<file path="src/rtl/core/clcd_pkg.sv">
// Shared types, constants and phase decode functions for the character LCD
// 4-bit bus sequencer. No dependencies.

package clcd_pkg;

    localparam int CFG_COUNT   = 8;
    localparam int CFG_IDX_W   = 3;
    localparam int HOLD_W      = 16;
    localparam int PHASE_IDX_W = 6;

    // Register indexes of the configuration port; also used to pick a hold time.
    typedef enum logic [CFG_IDX_W-1:0] {
        REG_EN_HIGH    = 3'd0,
        REG_EN_LOW     = 3'd1,
        REG_RS_SETUP   = 3'd2,
        REG_CLEAR_WAIT = 3'd3,
        REG_HOME_WAIT  = 3'd4,
        REG_INIT_GAP   = 3'd5,
        REG_POWER_UP   = 3'd6,
        REG_INIT_FINAL = 3'd7
    } reg_idx_t;

    localparam logic [HOLD_W-1:0] CFG_RESET [CFG_COUNT] = '{
        16'd150, 16'd1000, 16'd500, 16'd3000, 16'd1500, 16'd1000, 16'd50000, 16'd5000
    };

    typedef enum logic [2:0] {
        FUNC_INIT  = 3'd0,
        FUNC_WRITE = 3'd1,
        FUNC_POS   = 3'd2,
        FUNC_CLEAR = 3'd3,
        FUNC_HOME  = 3'd4
    } func_t;

    localparam logic [7:0] CMD_SET_DDRAM  = 8'h80;
    localparam logic [7:0] LINE1_OFFSET   = 8'h40;
    localparam logic [7:0] CMD_CLEAR      = 8'h01;
    localparam logic [7:0] CMD_HOME       = 8'h02;
    localparam logic [PHASE_IDX_W-1:0] INIT_LAST_IDX = 6'd32;

    typedef enum logic [1:0] {
        RS_KEEP = 2'd0,
        RS_CLR  = 2'd1,
        RS_SET  = 2'd2
    } rs_op_t;

    typedef enum logic [1:0] {
        NIB_KEEP  = 2'd0,
        NIB_CONST = 2'd1,
        NIB_HI    = 2'd2,
        NIB_LO    = 2'd3
    } nib_op_t;

    typedef struct packed {
        reg_idx_t   hold_sel;
        logic       en;
        rs_op_t     rs_op;
        nib_op_t    nib_op;
        logic [3:0] nib;
        logic       last;
    } phase_desc_t;

    typedef struct packed {
        logic        load;   // capture the request byte
        logic        issue;  // produce one phase into the output register
        phase_desc_t desc;
    } ctrl_cmd_t;

    typedef struct packed {
        logic out_free;
    } dp_status_t;

    function automatic phase_desc_t mk_desc(reg_idx_t hold_sel, logic en, rs_op_t rs_op,
                                            nib_op_t nib_op, logic [3:0] nib, logic last);
        phase_desc_t d;
        d.hold_sel = hold_sel;
        d.en       = en;
        d.rs_op    = rs_op;
        d.nib_op   = nib_op;
        d.nib      = nib;
        d.last     = last;
        return d;
    endfunction

    // Initialization run: power-up wait, three wake-up nibbles, then five
    // command bytes each preceded by a gap, then a final wait.
    function automatic phase_desc_t init_desc(logic [PHASE_IDX_W-1:0] idx);
        phase_desc_t d;
        d = mk_desc(REG_EN_LOW, 1'b0, RS_KEEP, NIB_KEEP, 4'h0, 1'b0);
        case (idx)
            6'd0:  d = mk_desc(REG_POWER_UP, 1'b0, RS_CLR, NIB_CONST, 4'h0, 1'b0);
            6'd1:  d = mk_desc(REG_EN_HIGH, 1'b1, RS_KEEP, NIB_CONST, 4'h2, 1'b0);
            6'd3:  d = mk_desc(REG_EN_HIGH, 1'b1, RS_KEEP, NIB_CONST, 4'h2, 1'b0);
            6'd5:  d = mk_desc(REG_EN_HIGH, 1'b1, RS_KEEP, NIB_CONST, 4'h8, 1'b0);
            6'd7, 6'd12, 6'd17, 6'd22, 6'd27:
                d = mk_desc(REG_INIT_GAP, 1'b0, RS_KEEP, NIB_KEEP, 4'h0, 1'b0);
            6'd8:  d = mk_desc(REG_EN_HIGH, 1'b1, RS_KEEP, NIB_CONST, 4'h0, 1'b0);
            6'd10: d = mk_desc(REG_EN_HIGH, 1'b1, RS_KEEP, NIB_CONST, 4'hC, 1'b0);
            6'd13: d = mk_desc(REG_EN_HIGH, 1'b1, RS_KEEP, NIB_CONST, 4'h0, 1'b0);
            6'd15: d = mk_desc(REG_EN_HIGH, 1'b1, RS_KEEP, NIB_CONST, 4'h1, 1'b0);
            6'd18: d = mk_desc(REG_EN_HIGH, 1'b1, RS_KEEP, NIB_CONST, 4'h0, 1'b0);
            6'd20: d = mk_desc(REG_EN_HIGH, 1'b1, RS_KEEP, NIB_CONST, 4'h6, 1'b0);
            6'd23: d = mk_desc(REG_EN_HIGH, 1'b1, RS_KEEP, NIB_CONST, 4'h0, 1'b0);
            6'd25: d = mk_desc(REG_EN_HIGH, 1'b1, RS_KEEP, NIB_CONST, 4'h2, 1'b0);
            6'd28: d = mk_desc(REG_EN_HIGH, 1'b1, RS_KEEP, NIB_CONST, 4'h0, 1'b0);
            6'd30: d = mk_desc(REG_EN_HIGH, 1'b1, RS_KEEP, NIB_CONST, 4'hF, 1'b0);
            6'd32: d = mk_desc(REG_INIT_FINAL, 1'b0, RS_KEEP, NIB_KEEP, 4'h0, 1'b1);
            default: d = mk_desc(REG_EN_LOW, 1'b0, RS_KEEP, NIB_KEEP, 4'h0, 1'b0);
        endcase
        return d;
    endfunction

    // Single-byte runs: RS setup, two strobed nibbles, and for clear and home
    // a trailing wait.
    function automatic phase_desc_t byte_desc(func_t func, logic [PHASE_IDX_W-1:0] idx);
        phase_desc_t d;
        logic        short_run;
        short_run = (func == FUNC_WRITE) || (func == FUNC_POS);
        case (idx)
            6'd0: d = mk_desc(REG_RS_SETUP, 1'b0,
                              (func == FUNC_WRITE) ? RS_SET : RS_CLR, NIB_KEEP, 4'h0, 1'b0);
            6'd1: d = mk_desc(REG_EN_HIGH, 1'b1, RS_KEEP, NIB_HI, 4'h0, 1'b0);
            6'd2: d = mk_desc(REG_EN_LOW, 1'b0, RS_KEEP, NIB_KEEP, 4'h0, 1'b0);
            6'd3: d = mk_desc(REG_EN_HIGH, 1'b1, RS_KEEP, NIB_LO, 4'h0, 1'b0);
            6'd4: d = mk_desc(REG_EN_LOW, 1'b0, RS_KEEP, NIB_KEEP, 4'h0, short_run);
            default: d = mk_desc((func == FUNC_CLEAR) ? REG_CLEAR_WAIT : REG_HOME_WAIT,
                                 1'b0, RS_KEEP, NIB_KEEP, 4'h0, 1'b1);
        endcase
        return d;
    endfunction

endpackage

</file>
<file path="src/rtl/core/clcd_ifs.sv">
// Channel interfaces of the character LCD sequencer: request, phase and
// configuration write. Depends on clcd_pkg.

interface clcd_req_if;
    logic       valid;
    logic       ready;
    logic [2:0] func;
    logic [7:0] char_code;
    logic       line;
    logic [5:0] column;

    modport source (output valid, func, char_code, line, column, input ready);
    modport sink   (input valid, func, char_code, line, column, output ready);
endinterface

interface clcd_phase_if;
    logic                        valid;
    logic                        ready;
    logic                        rs_level;
    logic [3:0]                  data_nibble;
    logic                        enable_level;
    logic [clcd_pkg::HOLD_W-1:0] hold_us;
    logic                        last;

    modport source (output valid, rs_level, data_nibble, enable_level, hold_us, last,
                    input ready);
    modport sink   (input valid, rs_level, data_nibble, enable_level, hold_us, last,
                    output ready);
endinterface

interface clcd_cfg_if;
    logic                           valid;
    logic                           ready;
    logic [clcd_pkg::CFG_IDX_W-1:0] index;
    logic [clcd_pkg::HOLD_W-1:0]    data;

    modport source (output valid, index, data, input ready);
    modport sink   (input valid, index, data, output ready);
endinterface

</file>
<file path="src/rtl/core/clcd_datapath.sv">
// Datapath: hold-time registers, pin state, request byte and phase output
// register. Depends on clcd_pkg and clcd_ifs.

module clcd_datapath
(
    input  logic                  clk,
    input  logic                  rst_n,
    input  clcd_pkg::ctrl_cmd_t   cmd,
    output clcd_pkg::dp_status_t  status,
    input  logic [2:0]            func,
    input  logic [7:0]            char_code,
    input  logic                  line,
    input  logic [5:0]            column,
    clcd_cfg_if.sink              cfg,
    clcd_phase_if.source          phase
);

    logic [clcd_pkg::HOLD_W-1:0] cfg_reg [clcd_pkg::CFG_COUNT];
    logic                        rs_pin_reg;
    logic                        rs_pin_next;
    logic [3:0]                  data_pins_reg;
    logic [3:0]                  data_pins_next;
    logic [7:0]                  byte_reg;
    logic [7:0]                  byte_next;
    logic                        out_valid_reg;
    logic                        out_rs_reg;
    logic [3:0]                  out_nib_reg;
    logic                        out_en_reg;
    logic [clcd_pkg::HOLD_W-1:0] out_hold_reg;
    logic                        out_last_reg;

    assign cfg.ready = 1'b1;

    always_ff @(posedge clk or negedge rst_n)
    begin
        if (!rst_n)
        begin
            for (int i = 0; i < clcd_pkg::CFG_COUNT; i++)
            begin
                cfg_reg[i] <= clcd_pkg::CFG_RESET[i];
            end
        end
        else if (cfg.valid)
        begin
            cfg_reg[cfg.index] <= cfg.data;
        end
    end

    always_comb
    begin
        case (clcd_pkg::func_t'(func))
            clcd_pkg::FUNC_WRITE: byte_next = char_code;
            clcd_pkg::FUNC_POS:   byte_next = clcd_pkg::CMD_SET_DDRAM
                                              | (line ? clcd_pkg::LINE1_OFFSET : 8'h00)
                                              | {2'b00, column};
            clcd_pkg::FUNC_CLEAR: byte_next = clcd_pkg::CMD_CLEAR;
            clcd_pkg::FUNC_HOME:  byte_next = clcd_pkg::CMD_HOME;
            default:              byte_next = 8'h00;
        endcase
    end

    always_comb
    begin
        case (cmd.desc.rs_op)
            clcd_pkg::RS_CLR: rs_pin_next = 1'b0;
            clcd_pkg::RS_SET: rs_pin_next = 1'b1;
            default:          rs_pin_next = rs_pin_reg;
        endcase
        case (cmd.desc.nib_op)
            clcd_pkg::NIB_CONST: data_pins_next = cmd.desc.nib;
            clcd_pkg::NIB_HI:    data_pins_next = byte_reg[7:4];
            clcd_pkg::NIB_LO:    data_pins_next = byte_reg[3:0];
            default:             data_pins_next = data_pins_reg;
        endcase
    end

    always_ff @(posedge clk or negedge rst_n)
    begin
        if (!rst_n)
        begin
            rs_pin_reg    <= 1'b0;
            data_pins_reg <= 4'h0;
            out_valid_reg <= 1'b0;
        end
        else
        begin
            if (cmd.issue)
            begin
                rs_pin_reg    <= rs_pin_next;
                data_pins_reg <= data_pins_next;
                out_valid_reg <= 1'b1;
            end
            else if (phase.ready)
            begin
                out_valid_reg <= 1'b0;
            end
        end
    end

    always_ff @(posedge clk)
    begin
        if (cmd.load)
        begin
            byte_reg <= byte_next;
        end
        if (cmd.issue)
        begin
            out_rs_reg   <= rs_pin_next;
            out_nib_reg  <= data_pins_next;
            out_en_reg   <= cmd.desc.en;
            out_hold_reg <= cfg_reg[cmd.desc.hold_sel];
            out_last_reg <= cmd.desc.last;
        end
    end

    assign status.out_free    = !out_valid_reg || phase.ready;
    assign phase.valid        = out_valid_reg;
    assign phase.rs_level     = out_rs_reg;
    assign phase.data_nibble  = out_nib_reg;
    assign phase.enable_level = out_en_reg;
    assign phase.hold_us      = out_hold_reg;
    assign phase.last         = out_last_reg;

    // A phase is never produced over one that the receiver has not taken.
    assert property (@(posedge clk) disable iff (!rst_n)
        cmd.issue |-> (!out_valid_reg || phase.ready))
        else $error("phase issued while output register is occupied");

endmodule

</file>
<file path="src/rtl/core/clcd_ctrl.sv">
// Controller: accepts requests and steps through the phase sequence of each
// run. Depends on clcd_pkg.

module clcd_ctrl
(
    input  logic                 clk,
    input  logic                 rst_n,
    input  logic                 req_valid,
    output logic                 req_ready,
    input  logic [2:0]           req_func,
    input  clcd_pkg::dp_status_t status,
    output clcd_pkg::ctrl_cmd_t  cmd
);

    typedef enum logic [0:0] {
        ST_IDLE = 1'b0,
        ST_RUN  = 1'b1
    } state_t;

    state_t                           state_reg;
    state_t                           state_next;
    clcd_pkg::func_t                  func_reg;
    clcd_pkg::func_t                  func_next;
    logic [clcd_pkg::PHASE_IDX_W-1:0] idx_reg;
    logic [clcd_pkg::PHASE_IDX_W-1:0] idx_next;
    logic                             accept;
    logic                             known;
    clcd_pkg::phase_desc_t            desc;

    assign req_ready = (state_reg == ST_IDLE);
    assign accept    = req_valid && req_ready;
    assign known     = (req_func <= 3'(clcd_pkg::FUNC_HOME));

    always_comb
    begin
        if (func_reg == clcd_pkg::FUNC_INIT)
        begin
            desc = clcd_pkg::init_desc(idx_reg);
        end
        else
        begin
            desc = clcd_pkg::byte_desc(func_reg, idx_reg);
        end
    end

    assign cmd.load  = accept;
    assign cmd.issue = (state_reg == ST_RUN) && status.out_free;
    assign cmd.desc  = desc;

    always_comb
    begin
        state_next = state_reg;
        func_next  = func_reg;
        idx_next   = idx_reg;
        case (state_reg)
            ST_IDLE:
            begin
                if (accept && known)
                begin
                    state_next = ST_RUN;
                    func_next  = clcd_pkg::func_t'(req_func);
                    idx_next   = '0;
                end
            end
            ST_RUN:
            begin
                if (cmd.issue)
                begin
                    idx_next = idx_reg + 1'b1;
                    if (desc.last)
                    begin
                        state_next = ST_IDLE;
                    end
                end
            end
            default:
            begin
                state_next = ST_IDLE;
            end
        endcase
    end

    always_ff @(posedge clk or negedge rst_n)
    begin
        if (!rst_n)
        begin
            state_reg <= ST_IDLE;
            func_reg  <= clcd_pkg::FUNC_INIT;
            idx_reg   <= '0;
        end
        else
        begin
            state_reg <= state_next;
            func_reg  <= func_next;
            idx_reg   <= idx_next;
        end
    end

    assert property (@(posedge clk) disable iff (!rst_n)
        (state_reg == ST_RUN) |-> (idx_reg <= clcd_pkg::INIT_LAST_IDX))
        else $error("phase index ran past the longest run");

    assert property (@(posedge clk) disable iff (!rst_n)
        (accept && known) |=> (state_reg == ST_RUN) && (idx_reg == '0))
        else $error("known request did not start a run");

    assert property (@(posedge clk) disable iff (!rst_n)
        (cmd.issue && desc.last) |=> (state_reg == ST_IDLE))
        else $error("run did not end after its last phase");

    assert property (@(posedge clk) disable iff (!rst_n)
        (accept && !known) |=> (state_reg == ST_IDLE))
        else $error("unknown request started a run");

endmodule

</file>
<file path="src/rtl/core/char_lcd_4bit_bus_sequencer.sv">
// Top level of the character LCD 4-bit bus sequencer: joins the controller
// and the datapath. Depends on clcd_pkg, clcd_ifs, clcd_ctrl and clcd_datapath.
//
// Usage: a request (init, write character, set position, clear, home) is
// handed over on the req channel; the block answers with a run of pin phases
// on the phase channel, each giving RS, D4..D7, enable and a hold time in
// microseconds, with last set on the final phase of the run. Hold times come
// from eight 16-bit registers written over the cfg channel, which is always
// ready; write them only while no run is in progress.
// Timing: a request is taken when the block is idle; the controller then
// enters its run state and issues the first phase into the output register
// once that register is free. Then one phase transfer per cycle follows while
// the receiver keeps ready high: 33 phases for init, 5 for write character and
// set position, 6 for clear and home, stepped by the controller's phase counter.
// Requests with an unknown code are taken and produce no phases.
// When the receiver stalls, the output register holds its phase and the
// sequence waits; the next request may be taken while the last phase of a run
// is still waiting. Reset empties the output register, drives RS and data
// state low and loads the default hold times.

module char_lcd_4bit_bus_sequencer
(
    input  logic         clk,
    input  logic         rst_n,
    clcd_req_if.sink     req,
    clcd_phase_if.source phase,
    clcd_cfg_if.sink     cfg
);

    // Command and status between the controller and the datapath.
    clcd_pkg::ctrl_cmd_t  cmd;
    clcd_pkg::dp_status_t status;

    clcd_ctrl u_ctrl
    (
        .clk       (clk),
        .rst_n     (rst_n),
        .req_valid (req.valid),
        .req_ready (req.ready),
        .req_func  (req.func),
        .status    (status),
        .cmd       (cmd)
    );

    // The datapath captures the request byte in the same cycle the request
    // transfer happens, so it reads the request payload directly.
    clcd_datapath u_datapath
    (
        .clk       (clk),
        .rst_n     (rst_n),
        .cmd       (cmd),
        .status    (status),
        .func      (req.func),
        .char_code (req.char_code),
        .line      (req.line),
        .column    (req.column),
        .cfg       (cfg),
        .phase     (phase)
    );

endmodule
</file>
<file path="src/flat_wrapper.sv">
// flat-port wrapper written by rule: the top's interface ports become plain ports
module char_lcd_4bit_bus_sequencer_flat 
  (clk, rst_n, req_valid, req_func, req_char_code, req_line, req_column, req_ready, phase_valid, phase_rs_level, phase_data_nibble, phase_enable_level, phase_hold_us, phase_last, phase_ready, cfg_valid, cfg_index, cfg_data, cfg_ready);
  clcd_req_if req_i ();
  clcd_phase_if phase_i ();
  clcd_cfg_if cfg_i ();
  input  logic clk;
  input  logic rst_n;
  input wire logic [$bits(req_i.valid)-1:0] req_valid;
  input wire logic [$bits(req_i.func)-1:0] req_func;
  input wire logic [$bits(req_i.char_code)-1:0] req_char_code;
  input wire logic [$bits(req_i.line)-1:0] req_line;
  input wire logic [$bits(req_i.column)-1:0] req_column;
  output wire logic [$bits(req_i.ready)-1:0] req_ready;
  output wire logic [$bits(phase_i.valid)-1:0] phase_valid;
  output wire logic [$bits(phase_i.rs_level)-1:0] phase_rs_level;
  output wire logic [$bits(phase_i.data_nibble)-1:0] phase_data_nibble;
  output wire logic [$bits(phase_i.enable_level)-1:0] phase_enable_level;
  output wire logic [$bits(phase_i.hold_us)-1:0] phase_hold_us;
  output wire logic [$bits(phase_i.last)-1:0] phase_last;
  input wire logic [$bits(phase_i.ready)-1:0] phase_ready;
  input wire logic [$bits(cfg_i.valid)-1:0] cfg_valid;
  input wire logic [$bits(cfg_i.index)-1:0] cfg_index;
  input wire logic [$bits(cfg_i.data)-1:0] cfg_data;
  output wire logic [$bits(cfg_i.ready)-1:0] cfg_ready;
  assign req_i.valid = req_valid;
  assign req_i.func = req_func;
  assign req_i.char_code = req_char_code;
  assign req_i.line = req_line;
  assign req_i.column = req_column;
  assign req_ready = req_i.ready;
  assign phase_valid = phase_i.valid;
  assign phase_rs_level = phase_i.rs_level;
  assign phase_data_nibble = phase_i.data_nibble;
  assign phase_enable_level = phase_i.enable_level;
  assign phase_hold_us = phase_i.hold_us;
  assign phase_last = phase_i.last;
  assign phase_i.ready = phase_ready;
  assign cfg_i.valid = cfg_valid;
  assign cfg_i.index = cfg_index;
  assign cfg_i.data = cfg_data;
  assign cfg_ready = cfg_i.ready;
  char_lcd_4bit_bus_sequencer u_core (.clk(clk), .rst_n(rst_n), .req(req_i), .phase(phase_i), .cfg(cfg_i));
endmodule
</file>
<file path="config.mk">
export PLATFORM = sky130hd
export DESIGN_NAME = char_lcd_4bit_bus_sequencer_flat
export DESIGN_NICKNAME = d
export VERILOG_FILES = /design/src/rtl/core/clcd_pkg.sv /design/src/rtl/core/clcd_ifs.sv /design/src/rtl/core/clcd_datapath.sv /design/src/rtl/core/clcd_ctrl.sv /design/src/rtl/core/char_lcd_4bit_bus_sequencer.sv /design/src/flat_wrapper.sv
export SDC_FILE = /design/constraint.sdc
export NUM_CORES = 1
export LEC_CHECK = 0
export BUFFER_PORTS_ARGS = -buffer_cell sky130_fd_sc_hd__buf_2
export CAP_MARGIN = 20
export CORE_ASPECT_RATIO = 0.9
export CORE_MARGIN = 2
export CORE_UTILIZATION = 54
export CTS_CLUSTER_DIAMETER = 200
export DETAILED_ROUTE_END_ITERATION = 12
export MAX_ROUTING_LAYER = met4
export PLACE_DENSITY = 0.76
export SLEW_MARGIN = 0
export SYNTH_ARGS = -nofsm -noshare
export SYNTH_HDL_FRONTEND = slang
export SYNTH_SLANG_ARGS = --single-unit
</file>
<file path="constraint.sdc">
create_clock -name clk -period 2.8 [get_ports clk]
set_clock_uncertainty 0.2 [all_clocks]
set_input_delay 0.28 -clock clk [delete_from_list [all_inputs] [get_ports clk]]
set_output_delay 0.28 -clock clk [all_outputs]
set_load 0.02 [all_outputs]
</file>
## Yosys cells after proc, flatten, opt, wreduce, memory -nomap -nowiden

Memories as Yosys holds them, arrays and structs flattened.
Index checks and enable logic that the tools add are counted.

| storage, ports and cells | value |
|---|---|
| input bits | 42 |
| word-level logic and storage cells | 83 |
| flip-flop bits (word level) | 175 |
| memories | 1 |
| memory bits (read-only) | 704 |
| output and inout bits | 26 |

Memories:

| name | words | bits a word | read ports | clocked after memory_dff | wr ports | RTL line | source |
|---|---|---|---|---|---|---|---|
| (no name shown) | 64 | 11 | 1 | 0 | 0 | clcd_pkg.sv:90 | `case (idx)` |

| operators by class | value |
|---|---|
| reductions and logical operators | 12 |
| $lt $le $gt $ge | 4 |
| bitwise gates (word level) | 4 |
| $add $sub $neg | 1 |
| eq/ne operators | 18 |
| mux-type cells | 23 |

Operator list:

| operator | number |
|---|---|
| bitwise mux 128 bit | 1 |
| one-hot mux 13 bit (5 select lines) | 1 |
| binary-select mux 16 bit (select 3 bit) | 1 |
| demux 16 bit (select 3 bit) | 1 |
| two-way mux 16 bit | 3 |
| one-hot mux 8 bit (4 select lines) | 1 |
| two-way mux 13 bit | 1 |
| == test 3 x 2 -> 1 bit (second input constant) | 4 |
| == test 6 x 2 -> 1 bit (second input constant) | 2 |
| two-way mux 6 bit | 2 |
| one-hot mux 4 bit (3 select lines) | 1 |
| one-hot mux 6 bit (2 select lines) | 1 |
| greater-or-equal comparator 4 bit (second input constant) | 2 |
| inverter 3 -> 4 bit | 2 |
| OR 8 x 6 -> 8 bit | 1 |
| two-way mux 7 bit | 1 |
| adder 6 x 1 -> 6 bit (second input constant) | 1 |
| == test 2 bit (second input constant) | 3 |
| == test 3 x 1 -> 1 bit (second input constant) | 2 |
| == test 6 x 1 -> 1 bit (second input constant) | 1 |
| == test 6 x 3 -> 1 bit (second input constant) | 1 |
| zero test 6 bit | 1 |
| two-way mux 1 bit | 5 |
| == test 2 x 1 -> 1 bit (second input constant) | 2 |
| other kinds (14) | 21 |

## Logic depth before layout (Yosys ltp)

Gate-level depths: netlist (run 1).

| depth | value |
|---|---|
| depth after elaboration | 8 |
| gate-level depth with buffers | 11 |

## Modules after synthesis

A second synthesis (run 1) with hierarchy kept.

| unflattened totals | value |
|---|---|
| cell total of the unflattened synthesis | 589 |
| area, all modules | 8578.2 um^2 |

Modules (own cells, without submodules):

| module | area an instance (um^2) | sequential area each (um^2) | cells an instance | instances |
|---|---|---|---|---|
| clcd_datapath | 7498.4 | 4342.9 | 443 | 1 |
| clcd_ctrl | 1079.8 | 250.2 | 146 | 1 |

## Worst setup path after synthesis (run 1)

OpenSTA, ideal clock, no wires.

| path | value |
|---|---|
| path type | flip-flop to flip-flop |
| start | register u_core.u_ctrl.idx_reg[0] (netlist bit) |
| end | register u_core.u_datapath.out_hold_reg (netlist bit u_core.u_datapath.phase.hold_us[11]) (data pin) |
| clock period less this slack | 2.931 ns |
| path buffers | 3 |
| arrival | 2.472 ns |
| path slack | -0.131 ns |
| cell stages (with the launch flop) | 12 |
| setup time | 0.260 ns |
| cell sequence | dfrtp_1 > inv_1 > ha_1 > clkbuf_1 > mux2_4 > mux2_2 > a311oi_1 > o21a_1 > clkbuf_2 > clkbuf_4 > mux2i_1 > mux2_2 |

| between the ends | value |
|---|---|
| cells in the longest elaborated chain, start to end | 7 |

RTL lines:

| item | RTL line | source |
|---|---|---|
| start: declaration | clcd_ctrl.sv:24 | `logic [clcd_pkg::PHASE_IDX_W-1:0] idx_reg;` |
| start signal: assignment | clcd_ctrl.sv:95 | `idx_reg <= idx_next;` |
| branches (longest 2 deep; another with memory (64 x 11 bit)) | - |  |
| two-way mux 13 bit (*) | clcd_ctrl.sv:36 | `if (func_reg == clcd_pkg::FUNC_INIT)` |
| inverter 3 -> 4 bit (implied by the code) (*) | clcd_datapath.sv:111 | `out_hold_reg <= cfg_reg[cmd.desc.hold_sel];` |
| binary-select mux 16 bit (select 3 bit) (*) | clcd_datapath.sv:111 |  |
| two-way mux 16 bit (implied by the code) (*) (2 in series) | clcd_datapath.sv:111 |  |
| end signal: assignment | clcd_datapath.sv:111 |  |
| end: declaration | clcd_datapath.sv:29 | `logic [clcd_pkg::HOLD_W-1:0] out_hold_reg;` |

Mark *: on every way between the ends. The select of a mux whose other input is x is not followed.
A chain may end at the register's enable or synchronous reset.

## Worst setup path in the final report (run 1)

| path | value |
|---|---|
| start | register u_core.u_ctrl.idx_reg[1] (netlist bit) |
| end | register u_core.u_datapath.out_hold_reg (netlist bit u_core.u_datapath.phase.hold_us[4]) (data pin) |

The elaborated chain is that of the path after synthesis.

==> reports/summary.txt, run 1 <==
STATUS
-----------------------------------------------------------------------------------------
Outcome                                                                         completed

PLACEMENT
-----------------------------------------------------------------------------------------
Placed wire-length estimate after detailed placement                              12.0 mm
Routability congestion estimate                                                     0.867
Post-place setup slack                                                         -0.0140 ns
Number of input and output port buffers inserted                                       66

DRT
-----------------------------------------------------------------------------------------
Total wire length after detailed routing                                          19.8 mm
Routed vias                                                                         5,705
Routed via count divided by cell count                                               5.85
DRT antenna net count                                                                   0
DRC                                                                                     0
Total iterations of the first detailed-routing run                                      5
Routed wire per std cell                                                          20.3 um
Detailed Route Iter0 Violations                                                       500

CTS
-----------------------------------------------------------------------------------------
Later-pin clock latency in the skew report                                        0.44 ns
Clock Path Buffers                                                                      2
Clock root cell                                                                 clkbuf_16
Total number of H-tree levels                                                           4
# clock sinks                                                                         175
Clock-pin transition on the worst setup and hold timing paths                     0.07 ns
CTS tree                                                                             done
CTS buffer count                                                                       17

CRITICAL PATH
-----------------------------------------------------------------------------------------
Critical Path AT                                                                  2.75 ns
WS Path Type                                                                 flip-flop to flip-flop
Startpoint Class                                                                flip-flop
CP endpoint kind                                                                flip-flop
Crit path max-delay cell type                                                     dfrtp_1
Slowest stage delay, CP                                                           0.38 ns
Largest fanout on the critical path                                                    12
Cells along the critical path                                                buf_4 > ha_2 > buf_6 > nor4_4 > nor3_2 > o21a_4 > buf_4 > clkbuf_16 > mux2i_1 > mux2i_1 > mux2_2
Data required time of the worst path                                              2.79 ns

TIMING
-----------------------------------------------------------------------------------------
Setup repair after global routing missed its margin                                   yes
Final setup violation count                                                             0
Actual transition at the worst max-transition pin                                0.665 ns
Setup slack after layout                                                        0.0357 ns
Final worst path period need                                                      2.76 ns
Maximum achievable frequency                                                      362 MHz
Hold Violations, Final                                                                  0
Final worst path period share                                                       98.7%
Max_slew headroom                                                                   55.5%
Final Max Slew Viols                                                                    0

LAYOUT
-----------------------------------------------------------------------------------------
Utilization of the core after routing                                               67.3%
Layout Nets                                                                           812
Area taken by multi-input logic gates                                            3820 um2
Number of antenna cells inserted                                                        0
Proportion of layout cells with a drive suffix above 1                              45.9%
Layout fillers                                                                      1,086
Flip-flop count of the largest register, all copies and words added                   128
Layout overhead on the synthesized area                                             21.3%
FF/Latch Area                                                                    4590 um2

LOGIC SYNTHESIS
-----------------------------------------------------------------------------------------
Register area share after synthesis                                                 53.4%
Mapped Nets                                                                           689
Top post-synthesis cells by count                                            mux2_2 (142), dfrtp_1 (97), mux2i_1 (96)
Proportion of register bits with asynchronous set or reset after synthesis          82.3%
Post-synthesis instance area                                                     8590 um2
Gate Count Post-Synth                                                                 638
Top-area cell type share of the netlist area                                        28.2%
Average cell area after synthesis                                                13.5 um2
Top flip-flop cell by instance count after synthesis                              dfrtp_1
Leading cell type by number of instances after synthesis                           mux2_2
Top post-synthesis cells by area                                             dfrtp_1 (28%), mux2_2 (19%), dfstp_2 (14%), mux2i_1 (11%), edfxtp_1 (11%)
EDFF count, synth                                                                      31
Synth cell types                                                                       60
Yosys reg bits                                                                        175
Library cell occupying the most area in the post-synthesis netlist                dfrtp_1
Synth warnings                                                                          0

GRT
-----------------------------------------------------------------------------------------
Number of global-route vias before repair                                           5,945
Total global routing overflow                                                           0
Initial antenna violation count                                                         0
Pin count of the biggest net entering global routing                                   63
Wire length of the first global-routing pass                                      30.9 mm
Overall global routing resource usage                                               24.9%

FLOORPLAN
-----------------------------------------------------------------------------------------
Core Rows                                                                              43
Die Y-Extent                                                                       124 um
I/O pin total                                                                          68
DIE WIDTH                                                                          137 um
CORE AREA                                                                      15,500 um2
Die area                                                                       16,900 um2
Initial cell density of the core                                                    55.5%

FLOW RUN
-----------------------------------------------------------------------------------------
Max-capacitance violation count                                                         0

PWR
-----------------------------------------------------------------------------------------
Pwr Density                                                                   1150 nW/um2
Worst IR Drop VDD                                                                  905 uV
Leak pwr                                                                          4.61 nW
Total Power                                                                      0.0120 W

MIN PATH
-----------------------------------------------------------------------------------------
Worst hold-check path type                                                   primary input to flip-flop

==> cell usage in the layout (no fill, tap or decap), types with 3 or more instances in the layout <==
| master | netlist | final |
|---|---|---|
| mux2_2 | 142 | 142 |
| dfrtp_1 | 97 | 96 |
| mux2i_1 | 96 | 92 |
| buf_2 | 6 | 65 |
| dfstp_2 | 47 | 47 |
| buf_4 | 2 | 32 |
| dlygate4sd3_1 | 0 | 31 |
| edfxtp_1 | 31 | 31 |
| nor2_1 | 24 | 24 |
| clkbuf_16 | 0 | 22 |
| nand2_1 | 21 | 21 |
| a21oi_1 | 19 | 19 |
| o21ai_0 | 9 | 9 |
| mux2_1 | 9 | 9 |
| inv_1 | 9 | 8 |
| or3_1 | 7 | 7 |
| a22oi_1 | 7 | 7 |
| nor2b_1 | 6 | 6 |
| ha_1 | 9 | 6 |
| buf_12 | 4 | 6 |
| nor3_1 | 8 | 5 |
| nor3_2 | 1 | 4 |
| nand2b_1 | 5 | 4 |
| o21a_1 | 5 | 4 |
| nand3_1 | 4 | 4 |
| clkinv_4 | 0 | 4 |
| o31ai_1 | 3 | 3 |
| mux2i_4 | 0 | 3 |
| nand4b_1 | 3 | 3 |
| nand4_1 | 3 | 3 |
| inv_8 | 0 | 3 |
| buf_6 | 0 | 3 |
==> critical path: cells and delay by family (launching register included) <==
family	cells	cell delay [ns]
buffers and inverters	4	0.65
multiplexers	3	0.55
flip-flops	1	0.38
AND/OR/NAND/NOR	2	0.33
AO/OA/AOI/OAI	1	0.22
adder cells (fa/ha/maj)	1	0.18
==> worst paths after layout <==
kind / startpoint / endpoint / slack (ns) / cells after the start
min in group asynchronous: rst_n / u_core.u_datapath.data_pins_reg[2] / 0.18 / 2
max in group asynchronous: rst_n / u_core.u_datapath.cfg_reg[113] / 1.35 / 3
setup reg to reg: u_core.u_ctrl.idx_reg[1] / u_core.u_datapath.phase.hold_us[4] / 0.04 / 11
hold / removal: req_func[2] / u_core.u_datapath.byte_reg[5] / 0.04 / 2
hold reg to reg: u_core.u_datapath.data_pins_reg[0] / u_core.u_datapath.data_pins_reg[0] / 0.30 / 1
setup / recovery: u_core.u_ctrl.idx_reg[1] / u_core.u_datapath.phase.hold_us[4] / 0.04 / 11
==> layer usage <==
metal	vias to the layer above	wire [um]	global-route usage, %
met5	-	0	-
met4	0	313	8.12
met3	37	785	5.29
met2	157	9790	39.8
met1	2920	8930	32.1
li1	2591	-	-
==> report_power, final <==
group          internal, W  switching, W  total, W
clock network      0.00116       0.00107   0.00223
logic              0.00301       0.00280   0.00581
registers          0.00360      0.000367   0.00396
total              0.00777       0.00424    0.0120
==> cells by family after synthesis <==
kind of cell    after synthesis  synth area share, %
xor+xnor                      2                0.204
fa+ha+maj                    10                 1.43
mux                         248                 31.1
simple gates                 89                 5.20
compound gates               65                 5.02
buf+inv                      48                 3.52
flops                       175                 53.4
other cells                   1               0.0436
==> what timing repair did <==
action                                  CTS  global route
resized for setup                         1            20
setup buffers                             0             7
pin swaps                                 0             3
hold endpoints to repair                183             0
hold buffers                             31             0
endpoints found under the setup margin   10            18
cloned                                    0             5
==> through the flow <==
stage / TNS [ns] / instance area [um2] / instances / hold WS (ns)
floorplan: 0 / 8660 / 638 / -0.216
global route: -0.176 / 10400 / 976 / 0.0339
finish: 0 / 10400 / 976 / 0.0393
CTS: 0 / 10100 / 964 / 0.00628
detailed placement: -0.0338 / 9280 / 901 / 0.101
global placement: 0 / 9280 / 901 / 0.0866
==> layout make-up <==
type                            count  area share (%)
Clock inverter                     15            1.26
Inverter                            9           0.348
Multi-Input combinational cell    415            36.7
Sequential cell                   175            44.1
Timing Repair Buffer              143            11.1
Tap cell                          202            2.42
Clock buffer                       17            4.08
Power figures use the tool's default switching activity.
==> inputs of run 2 (changes only) <==
--- a/config.mk
+++ b/config.mk
@@ -9,11 +9,11 @@
 export CAP_MARGIN = 20
 export CORE_ASPECT_RATIO = 0.9
 export CORE_MARGIN = 2
-export CORE_UTILIZATION = 54
+export CORE_UTILIZATION = 50
 export CTS_CLUSTER_DIAMETER = 200
 export DETAILED_ROUTE_END_ITERATION = 12
 export MAX_ROUTING_LAYER = met4
-export PLACE_DENSITY = 0.76
+export PLACE_DENSITY = 0.71
 export SLEW_MARGIN = 0
 export SYNTH_ARGS = -nofsm -noshare
 export SYNTH_HDL_FRONTEND = slang
==> run 2 against run 1 <==
Compared with the run above: hold slack worse by 0.023 ns; maximum frequency grew 0.30%; power increased by 0.64%; flip-flop and latch count did not move; register-to-register slack about the same; highest routed layer unchanged.
==> reports/summary.txt, run 2 (synthesis results as in run 1) <==
TIMING
----------------------------------------------------------------------------------
Actual transition at the worst max-transition pin                         0.546 ns
Setup slack after layout                                                 0.0441 ns
Hold Violations, Final                                                           0
Final setup violation count                                                      0
Post-route worst hold slack                                              0.0164 ns
Final worst path period share                                                98.4%
Max_slew headroom                                                            63.6%
Final worst path period need                                               2.76 ns
Setup repair after global routing missed its margin                            yes
Final Max Slew Viols                                                             0
Maximum achievable frequency                                               363 MHz

LAYOUT
----------------------------------------------------------------------------------
Leading cell type in the layout, fill and taps excluded                     mux2_2
Most frequent cells in the layout                                     mux2_2 (135), mux2i_1 (95), dfrtp_1 (94)
Utilization of the core after routing                                        62.0%
Layout Nets                                                                    808
Layout overhead on the synthesized area                                      21.5%
Total non-filler cell area in the finished layout                       10,400 um2
Flip-flop count of the largest register, all copies and words added            128
Number of cells in the finished layout apart from fillers                      981
Proportion of layout cells with a drive suffix above 1                       46.6%
Number of antenna cells inserted                                                 0
Layout fillers                                                               1,290

CTS
----------------------------------------------------------------------------------
Clock Path Buffers                                                               2
# clock sinks                                                                  175
Later-pin clock latency in the skew report                                 0.43 ns
Total number of H-tree levels                                                    4
Clock root cell                                                          clkbuf_16
Clock-pin transition on the worst setup and hold timing paths              0.07 ns
CTS buffer count                                                                17
CTS tree                                                                      done

FLOORPLAN
----------------------------------------------------------------------------------
DIE WIDTH                                                                   142 um
Die area                                                                18,300 um2
Die Y-Extent                                                                128 um
CORE AREA                                                               16,800 um2
Initial cell density of the core                                             51.1%
I/O pin total                                                                   68
Core Rows                                                                       45

DRT
----------------------------------------------------------------------------------
Sum of met2 wire segment lengths after detailed routing                    9.71 mm
Routed vias                                                                  5,587
DRT met1 WL                                                                9.04 mm
Total wire length after detailed routing                                   19.5 mm
Total iterations of the first detailed-routing run                               5
Routed wire per std cell                                                   19.9 um
Detailed Route Iter0 Violations                                                384
DRC                                                                              0
Metal3 WL                                                                   591 um
Routed via count divided by cell count                                        5.70
DRT antenna net count                                                            0
DR top layer                                                                  met4

PWR
----------------------------------------------------------------------------------
Switching pwr                                                            0.00417 W
Worst IR Drop VDD                                                           536 uV
Combinational Power Share                                                    49.0%
Leak pwr                                                                   4.64 nW
Pwr Density                                                            1160 nW/um2
Clock power share                                                            18.2%
Switching fraction of total power                                            34.5%
Internal Pwr Total                                                       0.00791 W
Sequential share of power                                                    32.8%

CRITICAL PATH
----------------------------------------------------------------------------------
WS Path Type                                                          flip-flop to flip-flop
Largest fanout on the critical path                                              6
Startpoint Class                                                         flip-flop
Critical Path AT                                                           2.73 ns
CP endpoint kind                                                         flip-flop
Slack of the worst reg-to-reg path                                         0.04 ns
Data required time of the worst path                                       2.78 ns

GRT
----------------------------------------------------------------------------------
Overall global routing resource usage                                        23.1%
Total global routing overflow                                                    0
Initial antenna violation count                                                  0
Number of global-route vias before repair                                    5,956
Pin count of the biggest net entering global routing                            61
Wire length of the first global-routing pass                               31.1 mm

FLOW RUN
----------------------------------------------------------------------------------
Max-capacitance violation count                                                  0

MIN PATH
----------------------------------------------------------------------------------
Worst hold-check path type                                            primary input to flip-flop

PLACEMENT
----------------------------------------------------------------------------------
Routability congestion estimate                                              0.872
Number of input and output port buffers inserted                                66
Cell total after placement                                                     916
Post-place setup slack                                                 -0.00938 ns
Area post-placement                                                       9360 um2
Placed wire-length estimate after detailed placement                       12.3 mm

STATUS
----------------------------------------------------------------------------------
Outcome                                                                  completed

## run 2: timing repair
item / 4_1_cts / 5_1_grt
gates cloned: 1 / 2
gates resized for setup: 4 / 31
endpoints found under the setup margin: 16 / 22
pin swaps: 1 / 1
hold buffers: 27 / 0
endpoints found under the hold margin: 178 / 0
buffers inserted: 2 / 1
## run 2: area by class of cell
type | count | area (um2) | share of cell area [%]
flip-flops and latches | 175 | 4600 | 44.0
multi-input cells | 415 | 3860 | 37.0
clock buffers | 22 | 474 | 4.54
clock inverters | 10 | 78.8 | 0.755
repair buffers | 139 | 1130 | 10.8
well taps | 211 | 264 | 2.53
inverters | 9 | 38.8 | 0.372
## run 2: routing by layer
metal	global-route usage, %	vias to the layer above
met1	30.0	2901
li1	-	2583
met2	37.1	91
met4	7.12	0
met5	-	-
met3	4.61	12
## run 2: worst paths after layout
kind                                               start                             endpoint  depth (start not counted)
setup / recovery                u_core.u_ctrl.idx_reg[0]  u_core.u_datapath.phase.hold_us[15]                         10
max in group asynchronous                          rst_n        u_core.u_datapath.cfg_reg[31]                          3
hold / removal                          req_char_code[7]        u_core.u_datapath.byte_reg[7]                          3
setup reg to reg                u_core.u_ctrl.idx_reg[0]  u_core.u_datapath.phase.hold_us[15]                         10
hold reg to reg            u_core.u_datapath.cfg_reg[49]        u_core.u_datapath.cfg_reg[49]                          1
min in group asynchronous                          rst_n       u_core.u_datapath.cfg_reg[120]                          2
## run 2: stage by stage
| stage | TNS, ns | total power, W |
|---|---|---|
| detailed placement | -0.0327 | 0.00921 |
| floorplan | 0 | 0.00797 |
| finish | 0 | 0.0121 |
| global route | -0.177 | 0.0127 |
| global placement | 0 | 0.00901 |
| CTS | 0 | 0.0117 |
## run 2: power by group through the flow
stage,clock (W),sequential (W),combinational [W]
floorplan,0,0.00413,0.00385
global placement,0,0.00394,0.00506
detailed placement,0,0.00398,0.00524
CTS,0.00225,0.00394,0.00552
global route,0.00235,0.00404,0.00633
finish,0.00220,0.00396,0.00592
## run 2: critical path, cell delays in order (launching register included)
cell and delay, ns:
dfrtp_2 0.46, inv_4 0.08, ha_4 0.16, mux2_4 0.26
mux2_4 0.27, a311oi_2 0.23, o21a_2 0.21, buf_12 0.14
clkbuf_16 0.16, mux2i_1 0.08, mux2_4 0.26
